## config.mk

```make
export PLATFORM = sky130hd
export DESIGN_NAME = fsc_plane_ram
export DESIGN_NICKNAME = d
export VERILOG_FILES = /design/src/design/fsc_pkg.sv /design/src/design/fsc_plane_ram.sv
export SDC_FILE = /design/constraint.sdc
export NUM_CORES = 1
export LEC_CHECK = 0
export ABC_CLOCK_PERIOD_IN_PS = 3200
export BUFFER_PORTS_ARGS = -buffer_cell sky130_fd_sc_hd__buf_2
export CAP_MARGIN = 10
export CORE_ASPECT_RATIO = 0.6
export CORE_UTILIZATION = 40
export DETAILED_ROUTE_END_ITERATION = 16
export HOLD_SLACK_MARGIN = 0.08
export PLACE_DENSITY_LB_ADDON = 0.1
export SLEW_MARGIN = 15
export SYNTH_ARGS = -nofsm -noshare
export SYNTH_HDL_FRONTEND = slang
export SYNTH_SLANG_ARGS = --single-unit
```

## constraint.sdc

```tcl
create_clock -name clk_i -period 3.2 [get_ports clk_i]
set_input_delay 0.48 -clock clk_i [delete_from_list [all_inputs] [get_ports clk_i]]
set_output_delay 0.48 -clock clk_i [all_outputs]
set_load 0.01 [all_outputs]
```

## src/design/fsc_pkg.sv

```systemverilog
`default_nettype none
package fsc_pkg;

  localparam int FRAC_BITS  = 16;
  localparam int DATA_W     = 32;
  localparam int CFG_W      = 64;
  localparam int NUM_CFG    = 8;
  localparam int CFG_IDX_W  = 4;
  localparam int NUM_PLANES = 6;
  localparam int PLANE_AW   = 3;
  localparam int RAD_W      = 31;
  localparam int PROD_W     = 2 * DATA_W;
  localparam int DIVIDEND_W = DATA_W + FRAC_BITS;
  localparam int ACC_W      = PROD_W - FRAC_BITS + 2;
  localparam int ROOT_STEPS = PROD_W / 2;
  localparam int ITER_W     = $clog2(DIVIDEND_W + 1);

  typedef struct packed {
    logic [DATA_W-1:0] off;
    logic [DATA_W-1:0] nz;
    logic [DATA_W-1:0] ny;
    logic [DATA_W-1:0] nx;
  } plane_t;

  typedef struct packed {
    logic root_go;
    logic div_go;
  } rd_cmd_t;

endpackage
`default_nettype wire

```

## src/design/fsc_plane_ram.sv

```systemverilog
`default_nettype none
module fsc_plane_ram (
  input  logic                           clk_i,
  input  logic                           rst_ni,
  input  logic                           we_i,
  input  logic [fsc_pkg::PLANE_AW-1:0]   waddr_i,
  input  fsc_pkg::plane_t                wdata_i,
  input  logic                           re_i,
  input  logic [fsc_pkg::PLANE_AW-1:0]   raddr_i,
  output fsc_pkg::plane_t                rdata_o
);
  import fsc_pkg::*;

  plane_t                mem [NUM_PLANES];
  logic [NUM_PLANES-1:0] valid_q;
  plane_t                rd_q;
  logic                  rd_vld_q;

  always_ff @(posedge clk_i) begin
    if (we_i) begin
      mem[waddr_i] <= wdata_i;
    end
    if (re_i) begin
      rd_q <= mem[raddr_i];
    end
  end

  // entries not yet written read as zero planes
  always_ff @(posedge clk_i or negedge rst_ni) begin
    if (!rst_ni) begin
      valid_q  <= '0;
      rd_vld_q <= 1'b0;
    end else begin
      if (we_i) begin
        valid_q[waddr_i] <= 1'b1;
      end
      if (re_i) begin
        rd_vld_q <= valid_q[raddr_i];
      end
    end
  end

  assign rdata_o = rd_vld_q ? rd_q : '0;

endmodule
`default_nettype wire

```

==> metrics.txt <==
via/cell ratio=4.995; DPL Wire Length=40.64 mm; # resized after CTS=0; Site Rows=82; RSZ-0062 raised after global routing=no; die area=85940 um2; final core occ=48.94%; Fin. Hold Viols=0; worst setup margin=0.5394 ns; relative slew slack=51.75%; Yosys top cell by area=edfxtp_1; Final Skew=0.01937 ns; grt ovf=0; LEAKAGE=0.01405 uW; Avg Inst Size Synth=20.53 um2; drt first pass iters=5; DIE HEIGHT=227.5 um; fin nets=2237; synth unique cells=20; CTS root buffer=clkbuf_16; # port buffers=265; H-tree depth=3; ranking of synthesized cells by area=edfxtp_1 (79%), mux4_2 (8.6%), mux2i_1 (3.8%), and2_1 (2.4%), a21oi_1 (1.9%); Layout Cells excl Fill=3306; synth warn=0; CTS tree=done; FF-to-FF path depth=3; Worst Hold Class=primary input to register; Cell Pwr Density=625.2 nW/um2; worst-skew pair later-pin latency=0.64 ns; f_max=375.9 MHz; status=completed; VDD IR max=0.0003567 V; CP max-delay cell=dfrtp_4; largest net degree at the start of global routing=72; post-synth top area share=79.39%; CP Capture Type=output pin; worst path cell trace=buf_4 -> and2_1 -> buf_2; routed len/inst=22.60 um; max-slew violation count=0; gr usage total=17.66%; post-synthesis instance area=33890 um2; Final ANT Viol Nets=0; Synth top cells by count=edfxtp_1 (896), nor2_1 (133), mux4_2 (129); number of flops mapped to enable cells by yosys=896; I/O pin cnt=266; DRT iter0 DRCs=1057; count of hold-fix buffers inserted at cts=127; Die X=377.8 um; routability cong.=0.7087; DRC errors left=0; Max Cap Viol=0; crit-path max FO=43; first-pass GRT wire length=111.1 mm; Seq cells post-synth=903; Via Count=16510; initial antenna violation count=10; startpoint types=register; clock buffer depth=3; share of layout cells above drive strength 1=26.80%; Final period util=83.14%; hold_ws=0.1434 ns; pre-CTS setup slack=0.9231 ns; Filler cells=7058; kind of critical path=register to output pin; fin crit period=2.661 ns; Core Footprint=83720 um2; CP Data Required Time=2.72 ns; cts bufs inserted=86; max incr delay on CP=0.86 ns; setup bufs post-CTS=0; vias in the first global route=17360; Initial Utilization=40.48%; Area growth syn-to-layout=20.89%; Post-Syn Nets=1789; register area share after synthesis=79.90%; clock-pin slew of the registers on the worst-case setup and hold paths=0.07 ns; most used flip-flop cell after synthesis=edfxtp_1; Post-Route WL=74.72 mm; Post-synth ARST share=0.7752%; Gate Count Post-Synth=1651; # setup viols final=0; Worst-Margin Slew=0.7237 ns; clock net sink count=903; most frequent cell after synthesis=edfxtp_1; placed cell count=3018; crit path DAT=2.18 ns; hold path cells=1
critical path, delay by kind of cell, from the launching register on:
family / cells / cell delay (ns)
and+or+nand+nor: 1 / 0.19
DFF: 1 / 0.86
buffers and inverters: 2 / 0.48
where the power goes:
part	switching, uW	internal (uW)	leakage [uW]
sequential	139	13500	0.00827
combinational	1030	814	0.00444
clock	4290	5830	0.00134
state kept, by name, indices dropped and copies added, names as in the netlist:
| register | count |
|---|---|
| rd_vld_q | 1 |
| mem | 768 |
| valid_q | 6 |
| rd_q | 128 |
cells by family (layout without fill, tap and decap cells):
group                  count (synthesis)  in the layout  share of synthesized area [%]
DFF                                  903            903                          79.90
other                                  0              4                              0
buffers and inverters                 86            603                          1.720
and+or+nand+nor                      275            275                          4.083
AOI/OAI and AO/OA                    129            129                          1.909
muxes                                258            258                          12.39
layer usage:
metal,global-route usage [%],routed length [um]
met1,25.31,34310
met2,28.10,35660
met3,3.354,3463
met4,4.013,1245
met5,0,43
placed cells by master (no fill, tap or decap):
| cell type | Yosys | final |
|---|---|---|
| diode_2 | 0 | 4 |
| a31oi_1 | 1 | 1 |
| buf_4 | 16 | 26 |
| and2_1 | 128 | 128 |
| mux2_2 | 1 | 1 |
| nand3b_1 | 1 | 1 |
| clkinv_1 | 0 | 16 |
| nand2b_1 | 4 | 3 |
| bufinv_16 | 0 | 9 |
| buf_12 | 10 | 28 |
| buf_8 | 0 | 2 |
| clkbuf_1 | 40 | 24 |
| nor2_1 | 133 | 129 |
| dfrtp_4 | 0 | 1 |
| dfrtp_1 | 7 | 6 |
| buf_6 | 3 | 2 |
| clkinvlp_4 | 0 | 4 |
| inv_6 | 0 | 4 |
| nand2b_4 | 0 | 1 |
| mux2i_1 | 128 | 128 |
| edfxtp_1 | 896 | 896 |
| nor2_4 | 0 | 4 |
| a21oi_1 | 128 | 128 |
| dlygate4sd3_1 | 0 | 127 |
| or2_2 | 6 | 6 |
| nor3_4 | 0 | 2 |
| nand2_8 | 0 | 1 |
| clkbuf_16 | 0 | 89 |
| mux4_2 | 129 | 129 |
| buf_2 | 12 | 261 |
| clkinv_2 | 0 | 11 |
metrics by stage:
| step | instance area [um2] | total power, uW | TNS [ns] |
|---|---|---|---|
| final | 40970 | 25620 | 0 |
| after CTS | 40960 | 26000 | 0 |
| after global routing | 40960 | 26570 | 0 |
| after detailed placement | 36920 | 15670 | 0 |
| after global placement | 36920 | 15640 | 0 |
| after floorplan | 33950 | 14820 | -875.27 |
worst paths after layout:
path	startpoint	slack (ns)	to
setup / recovery	rd_vld_q	0.54	rdata_o[43]
max in group asynchronous	rst_ni	2.77	rd_vld_q
setup reg to reg	mem[3][93]	1.89	rd_q[93]
min in group asynchronous	rst_ni	0.26	rd_vld_q
hold reg to reg	valid_q[2]	0.47	valid_q[2]
hold / removal	wdata_i[36]	0.14	mem[4][36]
cell type report:
cell class                 count  area, um2  share of cell area [%]
multi-input combinational    662       6305                   15.39
antenna                        4      10.01                 0.02443
clock buffer                 113       2317                   5.656
clock inverter                44      450.4                   1.099
tap                         1134       1419                   3.463
sequential                   903      27080                   66.11
timing repair buffer         446       3386                   8.264
Note: power is estimated with default switching activity, not from simulation.
