===== src/design/fsc_pkg.sv =====
`default_nettype none
package fsc_pkg;

  localparam int FRAC_BITS  = 16;
  localparam int DATA_W     = 32;
  localparam int CFG_W      = 64;
  localparam int NUM_CFG    = 8;
  localparam int CFG_IDX_W  = 4;
  localparam int NUM_PLANES = 6;
  localparam int PLANE_AW   = 3;
  localparam int RAD_W      = 31;
  localparam int PROD_W     = 2 * DATA_W;
  localparam int DIVIDEND_W = DATA_W + FRAC_BITS;
  localparam int ACC_W      = PROD_W - FRAC_BITS + 2;
  localparam int ROOT_STEPS = PROD_W / 2;
  localparam int ITER_W     = $clog2(DIVIDEND_W + 1);

  typedef struct packed {
    logic [DATA_W-1:0] off;
    logic [DATA_W-1:0] nz;
    logic [DATA_W-1:0] ny;
    logic [DATA_W-1:0] nx;
  } plane_t;

  typedef struct packed {
    logic root_go;
    logic div_go;
  } rd_cmd_t;

endpackage
`default_nettype wire


===== src/design/fsc_root_div.sv =====
`default_nettype none
module fsc_root_div (
  input  logic                             clk_i,
  input  logic                             rst_ni,
  input  fsc_pkg::rd_cmd_t                 cmd_i,
  input  logic [fsc_pkg::PROD_W-1:0]       radicand_i,
  input  logic [fsc_pkg::DIVIDEND_W-1:0]   dividend_i,
  input  logic [fsc_pkg::DATA_W-1:0]       divisor_i,
  output logic                             done_o,
  output logic [fsc_pkg::DATA_W-1:0]       root_o,
  output logic [fsc_pkg::DIVIDEND_W-1:0]   quot_o
);
  import fsc_pkg::*;

  logic                  busy_q;
  logic                  is_div_q;
  logic                  done_q;
  logic [ITER_W-1:0]     cnt_q;
  logic [PROD_W-1:0]     v_q;
  logic [PROD_W-1:0]     res_q;
  logic [PROD_W-1:0]     bit_q;
  logic [DATA_W-1:0]     rem_q;
  logic [DATA_W-1:0]     dvs_q;
  logic [DIVIDEND_W-1:0] q_q;

  logic [PROD_W-1:0]     trial;
  logic                  r_ge;
  logic [DATA_W:0]       rem_sh;
  logic                  d_ge;
  logic [DATA_W:0]       rem_nx;

  always_comb begin
    trial  = res_q + bit_q;
    r_ge   = v_q >= trial;
    rem_sh = {rem_q, q_q[DIVIDEND_W-1]};
    d_ge   = rem_sh >= {1'b0, dvs_q};
    rem_nx = d_ge ? rem_sh - {1'b0, dvs_q} : rem_sh;
  end

  always_ff @(posedge clk_i or negedge rst_ni) begin
    if (!rst_ni) begin
      busy_q   <= 1'b0;
      is_div_q <= 1'b0;
      done_q   <= 1'b0;
      cnt_q    <= '0;
    end else begin
      done_q <= 1'b0;
      if (cmd_i.root_go) begin
        busy_q   <= 1'b1;
        is_div_q <= 1'b0;
        cnt_q    <= ITER_W'(ROOT_STEPS - 1);
      end else if (cmd_i.div_go) begin
        busy_q   <= 1'b1;
        is_div_q <= 1'b1;
        cnt_q    <= ITER_W'(DIVIDEND_W - 1);
      end else if (busy_q) begin
        cnt_q <= cnt_q - 1'b1;
        if (cnt_q == '0) begin
          busy_q <= 1'b0;
          done_q <= 1'b1;
        end
      end
    end
  end

  // the root bit by bit, or one quotient bit per cycle, while busy
  always_ff @(posedge clk_i) begin
    if (cmd_i.root_go) begin
      v_q   <= radicand_i;
      res_q <= '0;
      bit_q <= PROD_W'(1) << (PROD_W - 2);
    end else if (cmd_i.div_go) begin
      q_q   <= dividend_i;
      rem_q <= '0;
      dvs_q <= divisor_i;
    end else if (busy_q) begin
      if (is_div_q) begin
        rem_q <= rem_nx[DATA_W-1:0];
        q_q   <= {q_q[DIVIDEND_W-2:0], d_ge};
      end else begin
        if (r_ge) begin
          v_q   <= v_q - trial;
          res_q <= (res_q >> 1) + bit_q;
        end else begin
          res_q <= res_q >> 1;
        end
        bit_q <= bit_q >> 2;
      end
    end
  end

  assign done_o = done_q;
  assign root_o = res_q[DATA_W-1:0];
  assign quot_o = q_q;

endmodule
`default_nettype wire


===== config.mk =====
export PLATFORM = sky130hd
export DESIGN_NAME = fsc_root_div
export DESIGN_NICKNAME = d
export VERILOG_FILES = /design/src/design/fsc_pkg.sv /design/src/design/fsc_root_div.sv
export SDC_FILE = /design/constraint.sdc
export NUM_CORES = 1
export LEC_CHECK = 0
export BUFFER_PORTS_ARGS = -buffer_cell sky130_fd_sc_hd__buf_2
export CORE_UTILIZATION = 55
export CTS_CLUSTER_SIZE = 40
export DETAILED_ROUTE_END_ITERATION = 10
export PLACE_DENSITY = 0.87
export SYNTH_ARGS = -nofsm -noshare
export SYNTH_HDL_FRONTEND = slang
export SYNTH_SLANG_ARGS = --single-unit

===== constraint.sdc =====
create_clock -name clk_i -period 6.35 [get_ports clk_i]
set_input_delay 0.9525 -clock clk_i [delete_from_list [all_inputs] [get_ports clk_i]]
set_output_delay 0.9525 -clock clk_i [all_outputs]
set_load 0.01 [all_outputs]

==> flow_summary.json <==
{
  "status": "finished clean",
  "setup_viol": 0,
  "final_nets": 2992,
  "grt_max_degree": 98,
  "overflow": 0,
  "core_area_sq_um": 38700,
  "numCtsBuffers": 35,
  "hold_viol": 0,
  "crit_fanout": 8,
  "power.leakage_nw": 9.70,
  "postPlaceCellArea_sq_um": 23100,
  "h-tree-depth": 2,
  "dp_hpwl_um": 44200,
  "synth_area_leaders": "edfxtp_1 (24%), ha_1 (9.5%), dfxtp_1 (8.9%)",
  "ys_async_sr_fraction_pct": 3.20,
  "cts_buffer_depth": 3,
  "final_cell_area_sq_um": 24300,
  "grt_pass1_vias": 18900,
  "gp_congestion": 1.01,
  "clkTransAtPathRegs_ns": 0.06,
  "start_util_pct": 55.9,
  "num_io_pins": 229,
  "syn_area_per_cell_sq_um": 8.55,
  "cts_root_buf": "clkbuf_16",
  "syn-cell-area_sq_um": 21600,
  "vias": 20200,
  "portBuffers": 228,
  "crit_required_ns": 6.63,
  "cts_tree": "built",
  "fin_util_pct": 62.8,
  "layout.cells.most_common_list": "nand2_1 (308), buf_2 (227), nor2_1 (225)",
  "drc": 0,
  "worst_pin_slew_ns": 1.10,
  "antenna_cells": 0,
  "cts.sinks": 281,
  "worstSetupPathType": "flip-flop to flip-flop",
  "final_common_cell": "nand2_1",
  "dpl.cell_count": 3159,
  "ir_worst_vdd_uv": 301,
  "chipHeight_um": 200,
  "finalCriticalPeriod_ns": 6.01,
  "synth_flop_cell": "edfxtp_1",
  "drt-vias-per-instance": 6.26,
  "wl_per_cell_um": 18.7,
  "drv_slew": 0,
  "die_x_um": 200,
  "ys_ff_latch": 281,
  "dieArea_sq_um": 40200,
  "startpoint_type": "flip-flop",
  "synthDominantAreaCellType": "edfxtp_1",
  "drtPass1Iterations": 6,
  "cp-end-kind": "flip-flop",
  "yosysUniqueCellTypes": 79,
  "holdWs_ns": 0.235,
  "synth_edf_count": 176,
  "fmax_mhz": 166,
  "period_share_pct": 94.7,
  "synth_seq_area_share_pct": 34.3,
  "area_delta_synth_final_pct": 12.4,
  "antenna_found_initial": 0,
  "grt_pass1_wl_um": 96600,
  "powerDensity_nw_per_um2": 377,
  "cap_violations": 0,
  "drive_above_1_share_pct": 15.8,
  "relSlewSlack_pct": 26.5,
  "hp-class": "input pin to async pin",
  "fin_cells": 3223,
  "netlist.area_leader.share_pct": 24.4,
  "rows": 72,
  "clk-insertion-delay-late_ns": 0.56,
  "finalClockSkew_ns": 0.0193,
  "ant_nets": 0,
  "cp.arrival_ns": 6.29,
  "syn-num-nets": 2847,
  "syn_inst": 2533,
  "yosys_warnings": 0,
  "wl_um": 60400,
  "grt_usage_pct": 29.2,
  "first_iter_violations": 1801
}
==> sequential cells by signal, indices dropped and copies added (netlist names) <==
signal,count
cnt_q,6
busy_q,1
rem_q,32
done_o,1
is_div_q,1
v_q,64
res_q,64
quot_o,48
dvs_q,32
bit_q,32
==> cells by family after synthesis <==
family,count (synthesis),share of synthesized area (%)
and+or+nand+nor,791,16.4
buffers and inverters,242,4.87
DFF,281,34.3
adders and majority gates,166,9.66
AOI/OAI and AO/OA,778,22.8
xor gates and xnor gates,186,7.53
muxes,89,4.42
==> power by group <==
| group | switching, mW | internal (mW) |
|---|---|---|
| combinational | 2.70 | 1.73 |
| clock | 0.833 | 1.28 |
| sequential | 0.236 | 2.38 |
==> cells in the mapped netlist, types with 17 or more instances <==
master / count
nor2b_1: 21
nor3_1: 47
or3_1: 17
xor2_1: 90
and3_1: 17
o21a_1: 21
a21o_1: 43
nand2_1: 310
a211oi_1: 53
clkbuf_1: 95
inv_1: 86
buf_4: 33
a21oi_1: 209
nand4_1: 53
o21ai_0: 201
nand3_1: 38
mux2i_1: 37
nor2_1: 225
dfxtp_1: 96
edfxtp_1: 176
a311oi_1: 18
xnor2_1: 96
a31oi_1: 62
o21bai_1: 30
mux2_2: 52
ha_1: 164
==> through the flow <==
stage | power (mW) | TNS (ns) | worst slack [ns]
5_1_grt | 9.69 | -0.0744 | -0.00544
2_1_floorplan | 5.83 | 0 | 0.413
3_3_place_gp | 6.80 | 0 | 0.231
3_5_place_dp | 6.91 | 0 | 0.0663
4_1_cts | 9.06 | 0 | 0.0382
6_report | 9.16 | 0 | 0.338
==> area by class of cell <==
cell class	count	area, sq um
inverters	86	323
clock inverters	19	224
fillers	3178	14400
multi-input cells	2010	13200
repair buffers	264	1460
flip-flops and latches	281	7430
well taps	518	648
clock buffers	45	996
==> path summary, 6_finish.rpt <==
| check | from | slack (ns) | cells after the start | end |
|---|---|---|---|---|
| worst max-delay path | res_q[0] | 0.34 | 23 | v_q[59] |
| worst min-delay path | rst_ni | 0.24 | 1 | cnt_q[1] |
| worst max register to register | res_q[0] | 0.34 | 23 | v_q[59] |
| worst min register to register | bit_q[62] | 0.48 | 2 | bit_q[62] |
| max in group asynchronous | rst_ni | 5.91 | 1 | cnt_q[3] |
| min in group clk_i | bit_q[62] | 0.48 | 2 | bit_q[62] |
==> layer usage <==
layer / global-route usage, % / up-vias / wire length, um / part of all wire (%)
met5: 0 / - / 0 / 0
met4: 11.1 / 0 / 2450 / 4.1
met3: 5.26 / 194 / 5400 / 8.9
met2: 46.8 / 1079 / 26800 / 44
met1: 39.3 / 9328 / 25700 / 43
li1: - / 9570 / - / -
==> repair_timing <==
action,CTS,global route
hold endpoints to repair,0,0
buffers inserted,0,0
resized for setup,0,8
hold buffers,0,0
setup endpoints to repair,0,111
==> worst max-delay path, cell delays in order (launching register included) <==
cell and delay [ns]:
dfxtp_1 0.32, ha_1 0.21, ha_1 0.22, a211o_1 0.35, a41oi_2 0.38, o31ai_1 0.18, o41ai_2 0.37, o31ai_2 0.18
a31oi_2 0.32, o21ai_1 0.15, o21ba_2 0.21, o21ai_1 0.14, xor2_1 0.26, ha_1 0.32, nand2_1 0.11, or4_1 0.57
or2_2 0.34, o21ai_0 0.16, a31oi_1 0.08, or2_2 0.32, o311a_1 0.16, o21ai_1 0.17, xnor2_1 0.14, o21ai_0 0.09
Note: power is estimated with default switching activity, not from simulation.
